### src/sv/sad_pkg.sv
// shared types and constants for the spectral angle detector
package sad_pkg;

	// field widths
	localparam int SAMPLE_W = 16;
	localparam int BANDS_W  = 9;
	localparam int THRESH_W = 17;
	localparam int SCORE_W  = 17;
	localparam int HIT_W    = 24;
	localparam int FRAC_W   = 16;

	// configuration port
	localparam int CFG_IW = 1;
	localparam int CFG_DW = 17;
	localparam logic [CFG_IW-1:0] REG_BANDS  = 1'd0;
	localparam logic [CFG_IW-1:0] REG_THRESH = 1'd1;

	// reset values and limits
	localparam logic [BANDS_W-1:0]  BANDS_RESET  = 9'd191;
	localparam logic [THRESH_W-1:0] THRESH_RESET = 17'd64881;
	localparam logic [SCORE_W-1:0]  SCORE_ONE    = 17'd65536;
	localparam logic [HIT_W-1:0]    HIT_MAX      = 24'hFFFFFF;

	// item kinds
	localparam logic KIND_TARGET = 1'b0;
	localparam logic KIND_PIXEL  = 1'b1;

	// finish unit sequencer
	typedef enum logic [1:0] {
		FIN_IDLE,
		FIN_MUL,
		FIN_DIV,
		FIN_OUT
	} fin_state_t;

endpackage

### src/sv/sad_finish.sv
// per-pixel score: serial squaring and energy product, then restoring division
module sad_finish #(
	parameter int EW = 39,
	parameter int CW = 40
) (
	input  logic                             clk,
	input  logic                             arst_n,
	input  logic                             go,
	input  logic signed [CW-1:0]             cross_sum,
	input  logic [EW-1:0]                    target_energy,
	input  logic [EW-1:0]                    pixel_energy,
	input  logic [sad_pkg::THRESH_W-1:0]     thresh,
	output logic                             busy,
	output logic                             out_valid,
	input  logic                             out_ready,
	output logic [sad_pkg::SCORE_W-1:0]      score,
	output logic                             detected,
	output logic                             zero_energy,
	output logic [sad_pkg::HIT_W-1:0]        detected_total
);
	import sad_pkg::*;

	localparam int PW   = 2 * EW;
	localparam int NUMW = PW + FRAC_W;
	localparam int CTW  = $clog2(EW);

	fin_state_t state_q, state_nx;

	logic [PW-1:0]   mca_q, mcd_q, pa_q, pd_q, pa_nx, pd_nx;
	logic [EW-1:0]   mpa_q, mpd_q;
	logic [CTW-1:0]  cnt_q;
	logic [NUMW-1:0] rem_q, dsh_q, rem_nx;
	logic [SCORE_W-1:0] q_q, q_nx;
	logic            take, zero_q, det_nx, mul_end, div_end;
	logic [CW-1:0]   cs_neg;
	logic [EW-1:0]   cs_mag;
	logic [SCORE_W-1:0] score_q;
	logic            det_q;
	logic [HIT_W-1:0] hit_q;

	assign cs_neg  = -cross_sum;
	assign cs_mag  = cross_sum[CW-1] ? cs_neg[EW-1:0] : cross_sum[EW-1:0];
	assign mul_end = cnt_q == CTW'(EW - 1);
	assign div_end = cnt_q == CTW'(FRAC_W);

	// shift-add steps
	assign pa_nx = mpa_q[0] ? pa_q + mca_q : pa_q;
	assign pd_nx = mpd_q[0] ? pd_q + mcd_q : pd_q;

	// restoring division step
	assign take   = dsh_q <= rem_q;
	assign rem_nx = take ? rem_q - dsh_q : rem_q;
	assign q_nx   = {q_q[SCORE_W-2:0], take};
	assign det_nx = (q_nx > thresh) || ((q_nx == thresh) && (rem_nx != '0));

	// sequencer state
	always_ff @(posedge clk or negedge arst_n) begin
		if (!arst_n) begin
			state_q <= FIN_IDLE;
		end else begin
			state_q <= state_nx;
		end
	end

	always_comb begin
		state_nx  = state_q;
		busy      = 1'b1;
		out_valid = 1'b0;
		case (state_q)
			FIN_IDLE: begin
				busy = 1'b0;
				if (go) begin
					state_nx = FIN_MUL;
				end
			end
			FIN_MUL: begin
				if (mul_end) begin
					state_nx = FIN_DIV;
				end
			end
			FIN_DIV: begin
				if (div_end) begin
					state_nx = FIN_OUT;
				end
			end
			FIN_OUT: begin
				out_valid = 1'b1;
				if (out_ready) begin
					state_nx = FIN_IDLE;
				end
			end
			default: begin
				state_nx = FIN_IDLE;
			end
		endcase
	end

	// datapath
	always_ff @(posedge clk) begin
		case (state_q)
			FIN_IDLE: begin
				mca_q  <= PW'(cs_mag);
				mpa_q  <= cs_mag;
				pa_q   <= '0;
				mcd_q  <= PW'(target_energy);
				mpd_q  <= pixel_energy;
				pd_q   <= '0;
				cnt_q  <= '0;
				zero_q <= (target_energy == '0) || (pixel_energy == '0);
			end
			FIN_MUL: begin
				pa_q  <= pa_nx;
				pd_q  <= pd_nx;
				mca_q <= mca_q << 1;
				mcd_q <= mcd_q << 1;
				mpa_q <= mpa_q >> 1;
				mpd_q <= mpd_q >> 1;
				if (mul_end) begin
					rem_q <= {pa_nx, {FRAC_W{1'b0}}};
					dsh_q <= {pd_nx, {FRAC_W{1'b0}}};
					q_q   <= '0;
					cnt_q <= '0;
				end else begin
					cnt_q <= cnt_q + CTW'(1);
				end
			end
			FIN_DIV: begin
				rem_q <= rem_nx;
				dsh_q <= dsh_q >> 1;
				q_q   <= q_nx;
				cnt_q <= cnt_q + CTW'(1);
				if (div_end) begin
					score_q <= zero_q ? '0 : ((q_nx > SCORE_ONE) ? SCORE_ONE : q_nx);
					det_q   <= det_nx & !zero_q;
				end
			end
			default: begin
			end
		endcase
	end

	// saturating count of detected pixels
	always_ff @(posedge clk or negedge arst_n) begin
		if (!arst_n) begin
			hit_q <= '0;
		end else if ((state_q == FIN_DIV) && div_end && det_nx && !zero_q
				&& (hit_q != HIT_MAX)) begin
			hit_q <= hit_q + HIT_W'(1);
		end
	end

	assign score          = score_q;
	assign detected       = det_q;
	assign zero_energy    = zero_q;
	assign detected_total = hit_q;

endmodule

### config.mk
export PLATFORM = sky130hd
export DESIGN_NAME = sad_finish
export DESIGN_NICKNAME = d
export VERILOG_FILES = /design/src/sv/sad_pkg.sv /design/src/sv/sad_finish.sv
export SDC_FILE = /design/constraint.sdc
export NUM_CORES = 2
export LEC_CHECK = 0
export BUFFER_PORTS_ARGS = -buffer_cell sky130_fd_sc_hd__buf_2
export CORE_MARGIN = 3
export CORE_UTILIZATION = 68
export DETAILED_ROUTE_END_ITERATION = 10
export PLACE_DENSITY = 0.85
export REMOVE_ABC_BUFFERS = 1
export SLEW_MARGIN = 20
export SYNTH_ARGS = -nofsm -noshare
export SYNTH_HDL_FRONTEND = slang
export SYNTH_SLANG_ARGS = --single-unit
### constraint.sdc
create_clock -name clk -period 28.6 [get_ports clk]
set_input_delay 0 -clock clk [delete_from_list [all_inputs] [get_ports clk]]
set_output_delay 0 -clock clk [all_outputs]
set_load 0.01 [all_outputs]
======== Word-level counts from Yosys, hierarchy flattened ========
Index checks and enable logic that the tools add are counted.
word-level totals
  register bits ........................... 645
  word-level logic and storage cells ...... 82
  output and inout bits ................... 45
operators by class
  add/subtract/negate cells ............... 6
  equality and inequality tests ........... 11
  $lt $le $gt $ge ......................... 3
  bitwise operators ....................... 1
  mux-type cells .......................... 26
  reductions and logical operators ........ 19
operators by type and width
  operator               number
  $pmux 78 s2            4
  $pmux 94 s2            2
  $mux 94                3
  $add 78x78->78         2
  $mux 78                2
  $pmux 39 s2            2
  $le 94x94->1           1
  $reduce_bool 94->1     1
  $sub 94x94->94         1
  $logic_not 39->1       2
  $mux 39                1
  $neg 39->39            1
  $pmux 16 s2            1
  $add 24x1->24 const B  1
  $ne 24x24->1 const B   1
  $pmux 6 s3             1
  $eq 17x17->1           1
  $gt 17x17->1           1
  $gt 17x17->1 const B   1
  $mux 17                1
  $mux 16                1
  $mux 2                 4
  $ne 2x2->1 const B     4
  $pmux 2 s4             1
  other kinds (17)       26

======== Longest topological paths before layout ========
  depth in word-level cells ............... 8
  mapped depth ............................ 33

======== Least setup slack after synthesis ========
OpenSTA, ideal clock, no wires.
  path kind ............................... reg2reg
  start ................................... register state_q[1]
  end ..................................... register dsh_q[0] (enable)
  data arrival time ....................... 10.965 ns
  setup slack ............................. 16.797 ns
  stages on the path, launching flop included .. 7
  setup time .............................. 0.838 ns
  path buffers ............................ 2
  data required time ...................... 27.762 ns
  cell sequence ........................... dfrtp_1 > inv_1 > ha_1 > clkbuf_1 > inv_2 > clkbuf_1 > a21oi_1
between the ends
  longest elaborated chain between the ends .. 3
  elaborated cells on any way between the ends .. 5
  those cells by class .................... 3 x eq/ne; 2 x reduce/logical
RTL lines
  what                                                              line               text
  start, declared                                                   sad_finish.sv:27   fin_state_t state_q, state_nx;
  start signal, assigned                                            sad_finish.sv:61   state_q <= state_nx;
  $eq 2x1->1 or $eq 2x2->1 (tied branches)                          sad_finish.sv:100  case (state_q)
  $ne 2x2->1 (no source line) or $reduce_bool 2->1 (tied branches)  n/a
  $reduce_and 2->1 (no source line) (*)                             n/a
  end signal, assigned                                              sad_finish.sv:120  dsh_q <= {pd_nx, {FRAC_W{1'b0}}};
  end signal, assigned                                              sad_finish.sv:129  dsh_q <= dsh_q >> 1;
  end, declared                                                     sad_finish.sv:32   logic [NUMW-1:0] rem_q, dsh_q, rem_nx;
Every way passes the cells marked *; elsewhere a longest branch is shown, timed or not.
A chain may end at the register's enable or synchronous reset.

======== Worst setup path in the final report ========
  start ................................... register rem_q[0]
  end ..................................... register hit_q[1], in the netlist detected_total[1]
between the ends
  longest elaborated chain between the ends .. 8
  elaborated cells on any way between the ends .. 11
  those cells by class .................... 1 x add/sub; 2 x order compare; 1 x eq/ne; 1 x mux; 6 x reduce/logical
RTL lines
  what                                                                  line               text
  start, declared                                                       sad_finish.sv:32
  start signal, assigned                                                sad_finish.sv:119  rem_q <= {pa_nx, {FRAC_W{1'b0}}};
  start signal, assigned                                                sad_finish.sv:128  rem_q <= rem_nx;
  parallel branches: the longest is 4 deep, another holds $le 94x94->1  n/a
  $logic_or 1x1->1 (*)                                                  sad_finish.sv:54   assign det_nx = (q_nx > thresh) || ((q_nx == thresh) && (rem_nx != '0));
  $logic_and 1x1->1 (*) (2 in series)                                   sad_finish.sv:146  end else if ((state_q == FIN_DIV) && div_end && det_nx && !zero_q
  $logic_and 1x1->1 (*)                                                 sad_finish.sv:147  && (hit_q != HIT_MAX)) begin
  end signal, assigned                                                  sad_finish.sv:148  hit_q <= hit_q + HIT_W'(1);
  end, declared                                                         sad_finish.sv:39   logic [HIT_W-1:0] hit_q;
Every way passes the cells marked *.

==> flow_summary.toml <==
[synthesis]
synthFlopType = "edfxtp_1"
syn_inst = 4666
ys_ff_latch = 645
yosysUniqueCellTypes = 93
synth_seq_area_share = 0.427
synth_edf_count = 619
syn-cell-area_um2 = 45000
synthArstFlopShare = 0.0403
syn_avg_cell_area_um2 = 9.65
yosys_warnings = 0

[floorplanning]
die-area_um2 = 69300
core_um2 = 64900
die_w_um = 263
start_util = 0.693
ios = 184
die_h_um = 263
num_rows = 93

[detailed_routing]
drc = 0
vias = 37800
via_per_inst = 6.56
avgRoutedWirePerCell_um = 22.9
drt-initial-drc-count = 3788
first_pass_iters = 6
ant_nets = 0
routed_wl_um = 132000

[grt]
grt_pass1_vias = 37200
grt_pass1_wl_um = 205000
track_usage = 0.370
grt_max_degree = 94
overflow = 0
antenna_found_initial = 6

[critical_path]
worstRegToRegCells = 23
cp_cell_sequence = "inv_1, ha_1, inv_1, fa_1, a21o_1, a221oi_2, o221a_2, o31a_1, o211ai_2, a31o_2, a211oi_4, nor2_8, inv_2, ha_1, nand3_1, nor4_2, nor4bb_1, nand3_1, nor4_1, o21ai_0, nor4_4, nor2_2, mux2_1"
critPathMaxStageDelay_ns = 0.66
worstPathRequired_ns = 29.07
crit_arrival_ns = 7.17
cp.depth = 23
slowest_stage = "nor4_2"
path_class = "flip-flop to flip-flop"
path_max_fanout = 24
critical_path_buf_inv_count = 3
crit_path_end_kind = "flip-flop"
critPathLaunchType = "flip-flop"
cp_top_family = "compound AO/OA/AOI/OAI gates"

[finish]
fill_cells = 4328
stdcell_count = 5762
final_common_cell = "edfxtp_1"
syn_to_final_growth_pct = 11.1
multi_input_area_um2 = 23900
final_area_um2 = 50000
drive_gt1_frac = 0.0912
mostFrequentLayoutCells = "edfxtp_1, a21oi_1, nor2_1"
layout.nets = 5265
regArea_um2 = 19200

[clock_tree]
clk_pin_slew_worst_paths_ns = 0.06
cts-buffers-inserted = 71
clock_path_buffers = 3
cts_resized = 0
root_buffer = "clkbuf_16"
cts_max_level = 3
worstSkewPairLatency_ns = 0.62
post_cts_buffers = 0
holdBufCountCts = 131
cts_sinks = 645
cts_tree = "yes"

[timing]
clock.fmax_mhz = 149
layout_setup_ws_ns = 21.90
rsz0062_at_grt = "false"
maxSlewViolCount = 0
worstMarginPinSlew_ns = 1.13
fin_crit_sh = 0.234
hold_viol_final = 0
final.setup_skew_ns = 0.0352
min_period_ns = 6.70
setup_tns_ns = 0
slew_headroom = 0.237
final-setup-viol-count = 0

[placement]
post-place-ws_ns = 21.97
dpl_cell_area_um2 = 46400
io_buffers = 183
hpwlAfterDp_um = 93100
dp.cells = 5499
gp_congestion = 1.02

[min_path]
hold_path_class = "input port to flip-flop"
hold_path_depth = 4

[flow_run]
cap_viol_max_count = 0

[run_status]
status = "finished clean"
## cell type report
cell class	instances	area share
timing repair buffer	342	0.0489
multi-input combinational	3517	0.478
inverter	271	0.0205
clock buffer	91	0.0387
tap	855	0.0214
clock inverter	37	0.00771
antenna	4	0.000200
sequential	645	0.385
## synthesized netlist by cell type, types with 24 or more instances
cell,count,area share
o21bai_1,56,0.0093
nor4_1,54,0.0075
nand4_1,94,0.013
nor2_1,428,0.036
nor2b_1,40,0.0056
nand2_1,360,0.030
nor3_1,66,0.0073
mux2i_1,229,0.051
a21o_1,152,0.025
mux2_2,94,0.024
inv_1,267,0.022
nand2b_1,32,0.0044
ha_1,275,0.076
dfrtp_1,26,0.014
xnor2_1,226,0.044
a21oi_1,445,0.049
a31oi_1,43,0.0060
nand3_1,71,0.0079
clkbuf_1,198,0.017
o31ai_1,33,0.0055
and2_1,151,0.021
edfxtp_1,619,0.41
o21a_1,36,0.0060
o21ai_0,208,0.023
or4_1,24,0.0040
xor2_1,70,0.014
and3_1,49,0.0068
a211oi_1,34,0.0057
## state kept, by name (all words and copies together) (netlist names)
name,flops
score,17
dsh_q,94
zero_energy,1
mca_q,78
detected_total,24
mpa_q,39
pa_q,78
cnt_q,6
mpd_q,39
mcd_q,78
detected,1
rem_q,94
state_q,2
q_q,16
pd_q,78
## worst paths after layout
path	from	endpoint	slack [ns]
setup / recovery	rem_q[0]	detected_total[1]	21.90
hold / removal	cross_sum[39]	mpa_q[1]	0.25
setup reg to reg	rem_q[0]	detected_total[1]	21.90
hold reg to reg	detected_total[10]	detected_total[10]	0.48
max in group asynchronous	arst_n	detected_total[13]	27.98
min in group asynchronous	arst_n	detected_total[19]	0.44
## through the flow
stage / utilization / hold WS, ns
floorplan: - / -0.296
global placement: 0.714 / 0.0303
detailed placement: 0.714 / 0.0339
CTS: 0.770 / 0.196
global route: 0.770 / 0.259
finish: 0.770 / 0.252
## worst min-delay path: cells and delay by family
family	cells	cell delay, ns
AOI/OAI and AO/OA	2	0.25
buffers and inverters	1	0.31
and+or+nand+nor	1	0.14
## per-layer routing
layer	part of all wire	routed length [µm]	vias up	GRT usage
met2	0.48	63400	1803	0.622
met4	0.059	7770	2	0.186
li1	-	-	17500	-
met1	0.39	51400	18000	0.468
met3	0.072	9540	442	0.0563
met5	0.00015	20	-	0
## logic make-up after synthesis
logic type / count (synthesis) / synth area share
buffers and inverters: 504 / 0.0430
XOR/XNOR: 296 / 0.0576
multiplexers: 324 / 0.0747
AO/OA/AOI/OAI: 1178 / 0.163
adder cells (fa/ha/maj): 278 / 0.0778
AND/OR/NAND/NOR: 1441 / 0.156
flip-flops: 645 / 0.427
Power is left out: the tool's default activity adds up to more than one toggle a clock period on the data nets, which glitch-free logic cannot reach.
